==> src/sv/assert_macros.svh <==
// Assertion macros shared by the voice RTL.
// Each macro expands to one labelled concurrent assertion, reset-qualified.
`ifndef ASSERT_MACROS_SVH
`define ASSERT_MACROS_SVH

// Hold a property on every clock edge outside reset.
`define ASSERT_ALWAYS(label, clk, rst_n, prop, msg) \
    label: assert property (@(posedge clk) disable iff (!rst_n) (prop)) else $error(msg);

// Require a consequent in the same cycle as an antecedent.
`define ASSERT_IMPLY(label, clk, rst_n, ante, cons, msg) \
    label: assert property (@(posedge clk) disable iff (!rst_n) (ante) |-> (cons)) \
        else $error(msg);

// Require a consequent in the cycle after an antecedent.
`define ASSERT_NEXT(label, clk, rst_n, ante, cons, msg) \
    label: assert property (@(posedge clk) disable iff (!rst_n) (ante) |=> (cons)) \
        else $error(msg);

`endif

==> src/sv/tve_pkg.sv <==
// Constants for the triangle voice: register map, pitch table, envelope format.
// No dependencies; used by triangle_voice_envelope.
package tve_pkg;

    localparam int LEN_W   = 24;
    localparam int LEVEL_W = 16;
    localparam int POS_W   = 26;
    localparam int NOTE_W  = 7;
    localparam int OUT_W   = 16;
    localparam int ADDR_W  = 4;
    localparam int DATA_W  = 32;

    // register indexes, at byte address 4*index
    localparam logic [1:0] REG_ATTACK  = 2'd0;
    localparam logic [1:0] REG_HOLD    = 2'd1;
    localparam logic [1:0] REG_RELEASE = 2'd2;
    localparam logic [1:0] REG_LEVEL   = 2'd3;

    localparam logic [LEN_W-1:0]   ATTACK_RST  = 24'd1500;
    localparam logic [LEN_W-1:0]   HOLD_RST    = 24'd0;
    localparam logic [LEN_W-1:0]   RELEASE_RST = 24'd25500;
    localparam logic [LEVEL_W-1:0] LEVEL_RST   = 16'd32768;

    // commands
    localparam logic CMD_TRIGGER = 1'b0;
    localparam logic CMD_TICK    = 1'b1;

    // pitch
    localparam int          A4_HZ       = 440;
    localparam logic [8:0]  NOTE_OFFSET = 9'd60;
    localparam logic [4:0]  OCT_BIAS    = 5'd10;
    localparam logic [18:0] DIV12_RECIP = 19'd683;
    localparam int          DIV12_SHIFT = 13;
    localparam int          SEMI_COUNT  = 12;
    localparam int          SEMI_FRAC   = 30;

    localparam logic [31:0] SEMITONE_Q30 [SEMI_COUNT] = '{
        32'd1073741824, 32'd1137589835, 32'd1205234447, 32'd1276901417,
        32'd1352829926, 32'd1433273380, 32'd1518500250, 32'd1608794974,
        32'd1704458901, 32'd1805811301, 32'd1913190429, 32'd2026954652
    };

    // envelope: unsigned Q.15, attack carries a small floor
    localparam int             ENV_FRAC   = 15;
    localparam logic [15:0]    ENV_OFFSET = 16'd328;
    localparam int             WAVE_W     = 17;

endpackage

==> src/sv/triangle_voice_envelope.sv <==
// Triangle voice with attack/hold/release envelope: top level.
// Depends on tve_pkg and assert_macros.svh.
//
// Usage:
//   Input channel (i_valid / o_stall) carries one transaction per command.
//   A trigger (i_command = 0) loads the note's phase step and start delay and
//   rearms the envelope; it gives no result.
//   A tick (i_command = 1) gives exactly one result on the output channel
//   (o_valid / i_stall): o_sample, signed Q1.15, and o_sounding.
//   From acceptance to o_valid, a silent tick (no note, start delay running,
//   voice ended) goes straight to the output step; an ended envelope found
//   with the voice still armed passes the total and select steps first; a
//   sounding tick in attack or release adds the shared restoring divider (one
//   quotient bit per cycle), then wave, multiply, saturate; hold skips it.
//   o_stall is low only while the sequencer is idle, so one tick is in work at
//   a time; the output register lets the next transaction enter while a result
//   still waits. If the receiver stalls, the sequencer holds in its last step
//   until the output register frees.
//   Reset (synchronous, i_rst_n low) loads the register defaults, silences the
//   voice and clears the phase and phase step.
//   The APB-style port holds four registers at byte addresses 0, 4, 8, 12;
//   write them only while the block is idle.
`include "assert_macros.svh"

module triangle_voice_envelope #(
    parameter int SAMPLE_RATE = 44100,
    parameter int NOTE_COUNT  = 128,
    parameter int PHASE_BITS  = 32
) (
    input  logic                         i_clk,
    input  logic                         i_rst_n,

    input  logic                         i_valid,
    output logic                         o_stall,
    input  logic                         i_command,
    input  logic [tve_pkg::LEN_W-1:0]    i_start_delay,
    input  logic [tve_pkg::NOTE_W-1:0]   i_note,

    output logic                         o_valid,
    input  logic                         i_stall,
    output logic signed [tve_pkg::OUT_W-1:0] o_sample,
    output logic                         o_sounding,

    input  logic                         psel,
    input  logic                         penable,
    input  logic                         pwrite,
    input  logic [tve_pkg::ADDR_W-1:0]   paddr,
    input  logic [tve_pkg::DATA_W-1:0]   pwdata,
    output logic [tve_pkg::DATA_W-1:0]   prdata,
    output logic                         pready
);

    localparam int LW = tve_pkg::LEN_W;
    localparam int PW = tve_pkg::POS_W;

    localparam logic [63:0] BASE_STEP =
        (64'(tve_pkg::A4_HZ) << PHASE_BITS) / 64'(SAMPLE_RATE);

    function automatic logic [tve_pkg::SEMI_COUNT-1:0][PHASE_BITS-1:0] build_semi_steps();
        logic [tve_pkg::SEMI_COUNT-1:0][PHASE_BITS-1:0] tab;
        logic [127:0]                                   prod;
        for (int k = 0; k < tve_pkg::SEMI_COUNT; k++) begin
            prod   = 128'(BASE_STEP) * 128'(tve_pkg::SEMITONE_Q30[k]);
            tab[k] = PHASE_BITS'(prod >> tve_pkg::SEMI_FRAC);
        end
        return tab;
    endfunction

    localparam logic [tve_pkg::SEMI_COUNT-1:0][PHASE_BITS-1:0] SEMI_STEP = build_semi_steps();

    localparam logic [2:0] S_IDLE = 3'd0;
    localparam logic [2:0] S_TOT  = 3'd1;
    localparam logic [2:0] S_SEL  = 3'd2;
    localparam logic [2:0] S_DIV  = 3'd3;
    localparam logic [2:0] S_WAVE = 3'd4;
    localparam logic [2:0] S_MUL  = 3'd5;
    localparam logic [2:0] S_SAT  = 3'd6;
    localparam logic [2:0] S_OUT  = 3'd7;

    logic [2:0]              r_state, n_state;

    logic [LW-1:0]           r_attack, r_hold, r_release;
    logic [tve_pkg::LEVEL_W-1:0] r_level;

    logic                    r_act;
    logic [LW-1:0]           r_delay;
    logic [PW-1:0]           r_pos;
    logic [PHASE_BITS-1:0]   r_phase, r_step;
    logic [3:0]              r_cnt;

    logic [PW-1:0]           r_ah, r_tot;
    logic [LW-1:0]           r_rem, r_div;
    logic [15:0]             r_quo, r_env;
    logic                    r_atk;
    logic signed [tve_pkg::WAVE_W-1:0] r_wave;
    logic signed [33:0]      r_prod;
    logic signed [tve_pkg::OUT_W-1:0] r_res_sample, r_osample;
    logic                    r_res_snd, r_osnd, r_oval;

    logic                    in_acc, cfg_wr, out_load;

    // trigger: note to phase step
    logic [8:0]              note_c, note_t, semi_t;
    logic [18:0]             oct_prod;
    logic [4:0]              oct_q;
    logic [3:0]              semi;
    logic [PHASE_BITS-1:0]   semi_val, n_step;

    // divider step
    logic [LW:0]             div_trial, div_diff;
    logic                    div_ge;
    logic [15:0]             quo_next;

    // triangle and saturation
    logic [PHASE_BITS+16:0]  phase_ext;
    logic [16:0]             wave_u;
    logic signed [17:0]      wave_full;
    logic signed [18:0]      prod_q;
    logic signed [tve_pkg::OUT_W-1:0] sat_q;
    logic [PW-1:0]           pos_inc;

    assign in_acc   = i_valid && !o_stall;
    assign o_stall  = (r_state != S_IDLE);
    assign cfg_wr   = psel && penable && pwrite;
    assign pready   = 1'b1;
    assign out_load = (r_state == S_OUT) && (!r_oval || !i_stall);

    assign o_valid    = r_oval;
    assign o_sample   = r_osample;
    assign o_sounding = r_osnd;

    always_comb begin
        case (paddr[3:2])
            tve_pkg::REG_ATTACK:  prdata = 32'(r_attack);
            tve_pkg::REG_HOLD:    prdata = 32'(r_hold);
            tve_pkg::REG_RELEASE: prdata = 32'(r_release);
            tve_pkg::REG_LEVEL:   prdata = 32'(r_level);
            default:              prdata = '0;
        endcase
    end

    always_comb begin
        if ({2'b00, i_note} >= 9'(NOTE_COUNT)) begin
            note_c = 9'(NOTE_COUNT - 1);
        end else begin
            note_c = {2'b00, i_note};
        end
        note_t   = note_c + tve_pkg::NOTE_OFFSET;
        oct_prod = 19'(note_t) * tve_pkg::DIV12_RECIP;
        oct_q    = oct_prod[tve_pkg::DIV12_SHIFT +: 5];
        semi_t   = note_t - (9'({oct_q, 3'b000}) + 9'({oct_q, 2'b00}));
        semi     = semi_t[3:0];
        semi_val = SEMI_STEP[semi];
        if (oct_q >= tve_pkg::OCT_BIAS) begin
            n_step = semi_val << (oct_q - tve_pkg::OCT_BIAS);
        end else begin
            n_step = semi_val >> (tve_pkg::OCT_BIAS - oct_q);
        end
    end

    always_comb begin
        div_trial = (r_cnt == 4'd0) ? {1'b0, r_rem} : {r_rem, 1'b0};
        div_ge    = (div_trial >= {1'b0, r_div});
        div_diff  = div_trial - {1'b0, r_div};
        quo_next  = {r_quo[14:0], div_ge};
    end

    always_comb begin
        phase_ext = {r_phase, 17'd0};
        wave_u    = phase_ext[PHASE_BITS+16 -: 17];
        if (!wave_u[16]) begin
            wave_full = $signed({1'b0, wave_u}) - 18'sd32768;
        end else begin
            wave_full = 18'sd98304 - $signed({1'b0, wave_u});
        end
        prod_q = r_prod[33:tve_pkg::ENV_FRAC];
        if (prod_q[18:15] == 4'b0000 || prod_q[18:15] == 4'b1111) begin
            sat_q = prod_q[15:0];
        end else if (prod_q[18]) begin
            sat_q = 16'sh8000;
        end else begin
            sat_q = 16'sh7FFF;
        end
        pos_inc = r_pos + 26'd1;
    end

    always_comb begin
        n_state = r_state;
        case (r_state)
            S_IDLE: begin
                if (in_acc && i_command == tve_pkg::CMD_TICK) begin
                    n_state = (r_act && r_delay == '0) ? S_TOT : S_OUT;
                end
            end
            S_TOT: n_state = S_SEL;
            S_SEL: begin
                if (r_pos >= r_tot) begin
                    n_state = S_OUT;
                end else if (r_pos < PW'(r_attack) || r_pos >= r_ah) begin
                    n_state = S_DIV;
                end else begin
                    n_state = S_WAVE;
                end
            end
            S_DIV:  n_state = (r_cnt == 4'd15) ? S_WAVE : S_DIV;
            S_WAVE: n_state = S_MUL;
            S_MUL:  n_state = S_SAT;
            S_SAT:  n_state = S_OUT;
            S_OUT:  n_state = out_load ? S_IDLE : S_OUT;
            default: n_state = S_IDLE;
        endcase
    end

    always_ff @(posedge i_clk) begin
        if (!i_rst_n) begin
            r_state   <= S_IDLE;
            r_attack  <= tve_pkg::ATTACK_RST;
            r_hold    <= tve_pkg::HOLD_RST;
            r_release <= tve_pkg::RELEASE_RST;
            r_level   <= tve_pkg::LEVEL_RST;
            r_act     <= 1'b0;
            r_delay   <= '0;
            r_pos     <= '0;
            r_phase   <= '0;
            r_step    <= '0;
            r_cnt     <= '0;
            r_oval    <= 1'b0;
        end else begin
            r_state <= n_state;
            if (cfg_wr) begin
                case (paddr[3:2])
                    tve_pkg::REG_ATTACK:  r_attack  <= pwdata[LW-1:0];
                    tve_pkg::REG_HOLD:    r_hold    <= pwdata[LW-1:0];
                    tve_pkg::REG_RELEASE: r_release <= pwdata[LW-1:0];
                    tve_pkg::REG_LEVEL:   r_level   <= pwdata[tve_pkg::LEVEL_W-1:0];
                    default: ;
                endcase
            end
            case (r_state)
                S_IDLE: begin
                    if (in_acc) begin
                        if (i_command == tve_pkg::CMD_TRIGGER) begin
                            r_step  <= n_step;
                            r_delay <= i_start_delay;
                            r_pos   <= '0;
                            r_act   <= 1'b1;
                        end else if (r_act && r_delay != '0) begin
                            r_delay <= r_delay - 24'd1;
                        end
                    end
                end
                S_SEL: begin
                    r_cnt <= '0;
                    if (r_pos >= r_tot) begin
                        r_act <= 1'b0;
                    end else begin
                        r_phase <= r_phase + r_step;
                    end
                end
                S_DIV: r_cnt <= r_cnt + 4'd1;
                S_SAT: begin
                    r_pos <= pos_inc;
                    if (pos_inc >= r_tot) begin
                        r_act <= 1'b0;
                    end
                end
                default: ;
            endcase
            if (out_load) begin
                r_oval <= 1'b1;
            end else if (!i_stall) begin
                r_oval <= 1'b0;
            end
        end
    end

    always_ff @(posedge i_clk) begin
        case (r_state)
            S_IDLE: begin
                r_ah         <= PW'(r_attack) + PW'(r_hold);
                r_res_sample <= '0;
                r_res_snd    <= 1'b0;
            end
            S_TOT: r_tot <= r_ah + PW'(r_release);
            S_SEL: begin
                r_res_sample <= '0;
                r_res_snd    <= 1'b0;
                if (r_pos < PW'(r_attack)) begin
                    r_rem <= r_pos[LW-1:0];
                    r_div <= r_attack;
                    r_atk <= 1'b1;
                end else if (r_pos < r_ah) begin
                    r_env <= r_level;
                end else begin
                    r_rem <= LW'(r_tot - r_pos);
                    r_div <= r_release;
                    r_atk <= 1'b0;
                end
            end
            S_DIV: begin
                r_rem <= div_ge ? div_diff[LW-1:0] : div_trial[LW-1:0];
                r_quo <= quo_next;
                if (r_cnt == 4'd15) begin
                    r_env <= quo_next + (r_atk ? tve_pkg::ENV_OFFSET : 16'd0);
                end
            end
            S_WAVE: r_wave <= wave_full[tve_pkg::WAVE_W-1:0];
            S_MUL:  r_prod <= r_wave * $signed({1'b0, r_env});
            S_SAT: begin
                r_res_sample <= sat_q;
                r_res_snd    <= 1'b1;
            end
            default: ;
        endcase
        if (out_load) begin
            r_osample <= r_res_sample;
            r_osnd    <= r_res_snd;
        end
    end

    `ASSERT_IMPLY(a_div_nonzero, i_clk, i_rst_n, r_state == S_DIV, r_div != '0, "divide by zero")
    `ASSERT_IMPLY(a_rem_bound, i_clk, i_rst_n, r_state == S_DIV && r_cnt != 4'd0, r_rem < r_div, "divider remainder out of range")
    `ASSERT_IMPLY(a_sel_live, i_clk, i_rst_n, r_state == S_SEL, r_act && r_delay == '0, "envelope evaluated while silent")
    `ASSERT_NEXT(a_pos_end, i_clk, i_rst_n, r_state == S_SAT, !r_act || r_pos < r_tot, "voice left active past envelope end")

endmodule

==> config.mk <==
export PLATFORM = sky130hd
export DESIGN_NAME = triangle_voice_envelope
export DESIGN_NICKNAME = d
export VERILOG_FILES = /design/src/sv/tve_pkg.sv /design/src/sv/triangle_voice_envelope.sv
export VERILOG_INCLUDE_DIRS = /design/src /design/src/sv
export SDC_FILE = /design/constraint.sdc
export NUM_CORES = 2
export LEC_CHECK = 0
export BUFFER_PORTS_ARGS = -buffer_cell sky130_fd_sc_hd__buf_4
export CELL_PAD_IN_SITES_DETAIL_PLACEMENT = 0
export CELL_PAD_IN_SITES_GLOBAL_PLACEMENT = 1
export CORE_MARGIN = 10
export CORE_UTILIZATION = 50
export CTS_CLUSTER_SIZE = 24
export DETAILED_ROUTE_END_ITERATION = 7
export PLACE_DENSITY_LB_ADDON = 0.1
export SYNTH_ARGS = -nofsm -noshare
export SYNTH_HDL_FRONTEND = slang
export SYNTH_SLANG_ARGS = --single-unit
==> constraint.sdc <==
create_clock -name i_clk -period 9.6 [get_ports i_clk]
set_input_delay 1.44 -clock i_clk [delete_from_list [all_inputs] [get_ports i_clk]]
set_output_delay 1.44 -clock i_clk [all_outputs]
set_load 0.01 [all_outputs]
==> metrics.log <==
INFO  metric cts_tree = built
INFO  metric cts-resized-gates = 0
INFO  metric dp_hpwl = a little over 90,000 um
INFO  metric critPathRequiredTime = a little over 10 ns
INFO  metric placementRows = between 100 and 150
INFO  metric crit_path_max_incr_delay = 0.61 ns
INFO  metric fin_skew = 0.0457 ns
INFO  metric clock-sinks = 412
INFO  metric cp_max_fo = 13
INFO  metric floorplan.core_area = 82,100 um^2
INFO  metric timing.max_cap.violations = 0
INFO  metric fin_setup_tns = 0 ns
INFO  metric period_needed = between 8 and 9 ns
INFO  metric report.final.setup_viol = 0
INFO  metric overflow = 0
INFO  metric num_io_pins = about 130
INFO  metric finish.net_count = 5,444
INFO  metric cts_hold_buf = 0
INFO  metric fin_crit_sh = 88.2%
INFO  metric cp_slowest_cell = xor3_2
INFO  metric route.final.wire_length = approximately 120,000 um
INFO  metric die_h = approximately 300 um
INFO  metric dominantRegCellSynth = dfxtp_1
INFO  metric synthesis.instances = 4,701
INFO  metric drt-pass1-iter-count = 6
INFO  metric finalMaxSlewViolations = 0
INFO  metric gr-max-usage-layer = met2
INFO  metric wl_per_cell = about 20 um
INFO  metric post_route_cells_drive_above_1_share = a little over 8%
INFO  metric run_status = finished, final reports clean
INFO  metric detail_route.vias_per_cell = approximately 5.7
INFO  metric worst_ep_arrival_time = just under 9 ns
INFO  metric number_of_synthesized_flops_with_an_enable_pin = roughly 200
INFO  metric avgSynthCellArea = 8.80 um^2
INFO  metric maxClockFrequency = 118 MHz
INFO  metric postSynthRegisterBits = between 400 and 500
INFO  metric grt_start_max_net_pins = 70
INFO  metric global_route.usage.total = between 20 and 25%
INFO  metric cp-end-kind = flip-flop
INFO  metric clkTransAtPathRegs = 0.06 ns
INFO  metric count_of_routing_violations_after_the_opening_detailed_route_iteration = a little under 3,000
INFO  metric fillCellCount = about 7,700
INFO  metric first_global_vias = 32,700
INFO  metric synth.lib_cells_used.distinct = 100
INFO  metric grt_util_met2 = a little under two fifths
INFO  metric slew_headroom = 19.8%
INFO  metric critical_path.startpoint_type = input port
INFO  metric routabilityCongestion = roughly 0.94
INFO  metric grt.met1_usage = 35.3%
INFO  metric drc_errors = 0
INFO  metric clock_insertion_delay_worst_skew = a little over 0.6 ns
INFO  metric netlist_area = 41,400 um^2
INFO  metric met3_track_demand_over_resource_in_global_routing = under 10%
INFO  metric port-buffer-count = 107
INFO  metric worstSetupPathType = in -> reg
INFO  metric die_width = 308 um
INFO  metric via_count = ~33,000
INFO  metric worst-slew-pin-transition = about 1.2 ns
INFO  metric holdCritPathClass = reg -> reg
INFO  metric area.growth.synth_to_final = 8.08%
INFO  metric global_route_wire_length_before_repair = approximately 180,000 um
INFO  metric report.final.hold_viol_count = 0
INFO  metric die_ar = ~95,000 um^2
INFO  metric grt_setup_unrepaired = false
INFO  metric initial_core_util = 50.4%
INFO  metric async_reset_ff_share = 0%
INFO  metric yosys_warnings = 0
INFO  metric antenna_found_initial = 2
INFO  metric critical_path.most_common_cell = ha_1
INFO  metric synth-seq-area-share = 24.8%
INFO  metric htree_num_levels = 2
INFO  metric post_cts.repair.setup_buffers = 0
INFO  metric ctsRootBufferMaster = clkbuf_16
INFO  metric cts-buffers-inserted = between 40 and 50
INFO  metric drtAntennaViolNets = 0
INFO  metric clk_path_buf_depth = 3
-- through the flow --
step	setup slack (ns)	hold slack, ns	std cells	area [um^2]	util [%]
CTS	1.20	0.418	5806	44700	54.5
global placement	0.596	0.402	5716	43100	52.5
floorplan	1.03	0.400	4708	41400	-
global route	0.711	0.420	5806	44700	54.5
detailed placement	0.570	0.405	5716	43100	52.5
finish	1.14	0.417	5808	44700	54.5
-- worst max-delay path, delay by kind of cell --
kind	cells	cell delay (ns)
xor gates and xnor gates	2	0.81
and+or+nand+nor	6	1.07
adders and majority gates	7	2.68
AOI/OAI and AO/OA	6	1.28
buffers and inverters	6	0.65
muxes	2	0.95
-- cells in the final DEF (no fill, tap or decap), types with 35 or more instances in the layout --
cell type  count
a211oi_1      44
a21o_1        85
a21oi_1      346
a22oi_1       36
a31oi_1       35
and2_1       148
buf_4        160
clkbuf_16     50
dfxtp_1      211
edfxtp_1     201
fa_1         297
ha_1         376
inv_1        540
mux2_2        51
mux2i_1      128
mux4_2        35
nand2_1      600
nand3_1       97
nor2_1       238
nor2b_1       35
nor3_1        86
o21a_1        43
o21ai_0      204
xnor2_1      133
xor2_1        44
-- metal layers --
layer | up-vias | routed length (um)
met5 | - | 20
met4 | 2 | 2390
met3 | 138 | 6980
met2 | 881 | 50800
met1 | 15900 | 55200
li1 | 16200 | -
-- sequential cells by signal, indices dropped and copies added (netlist names), 15 cells and up --
register	cells
o_sample	16
r_tot	26
r_level	16
r_div	24
r_pos	26
r_attack	24
r_prod	19
r_ah	25
r_hold	24
r_quo	15
r_delay	24
r_wave	17
r_res_sample	16
r_phase	32
r_env	16
r_rem	24
r_step	32
r_release	24
-- cell usage after synthesis (all sizes together), types with 36 or more instances --
| master | number | area share [%] |
|---|---|---|
| and2 | 150 | 2.3 |
| dfxtp | 211 | 10 |
| nand2 | 600 | 5.4 |
| a21oi | 350 | 4.3 |
| mux2 | 51 | 1.4 |
| clkbuf | 179 | 1.6 |
| inv | 545 | 4.9 |
| o21ai | 220 | 2.7 |
| a31oi | 36 | 0.56 |
| edfxtp | 201 | 15 |
| buf | 43 | 0.63 |
| a211oi | 46 | 0.86 |
| nand3 | 97 | 1.2 |
| nor3 | 92 | 1.1 |
| a22oi | 36 | 0.65 |
| nor2 | 242 | 2.2 |
| xnor2 | 137 | 3.0 |
| ha | 376 | 11 |
| mux2i | 128 | 3.1 |
| o21a | 43 | 0.78 |
| xor2 | 45 | 0.97 |
| fa | 297 | 14 |
| a21o | 87 | 1.6 |
-- worst paths after layout --
kind                       to            start  cells after the start  slack (ns)
setup / recovery    r_step[3]        i_note[2]                     29        1.14
hold / removal    o_sample[3]  r_res_sample[3]                      0        0.42
hold reg to reg   o_sample[3]  r_res_sample[3]                      0        0.42
setup reg to reg   r_prod[32]         r_env[7]                     23        2.21
-- cells by family after synthesis --
kind of cell / synth area share [%]
simple gates: 15.6
buf+inv: 7.22
mux: 6.39
other cells: 0.0181
fa+ha+maj: 25.7
compound gates: 16.2
xor+xnor: 4.01
flops: 24.8
-- layout make-up --
| type | count | area (um^2) | share of cell area (%) |
|---|---|---|---|
| multi-input combinational | 3527 | 28200 | 63.1 |
| sequential | 412 | 10300 | 22.9 |
| inverter | 547 | 2060 | 4.61 |
| clock buffer | 69 | 1390 | 3.11 |
| tap | 1070 | 1340 | 2.99 |
| timing repair buffer | 160 | 1200 | 2.69 |
| clock inverter | 21 | 240 | 0.537 |
| antenna | 2 | 5.00 | 0.0112 |
Power is left out: the tool's default activity adds up to more than one toggle a clock period on the data nets, which glitch-free logic cannot reach.
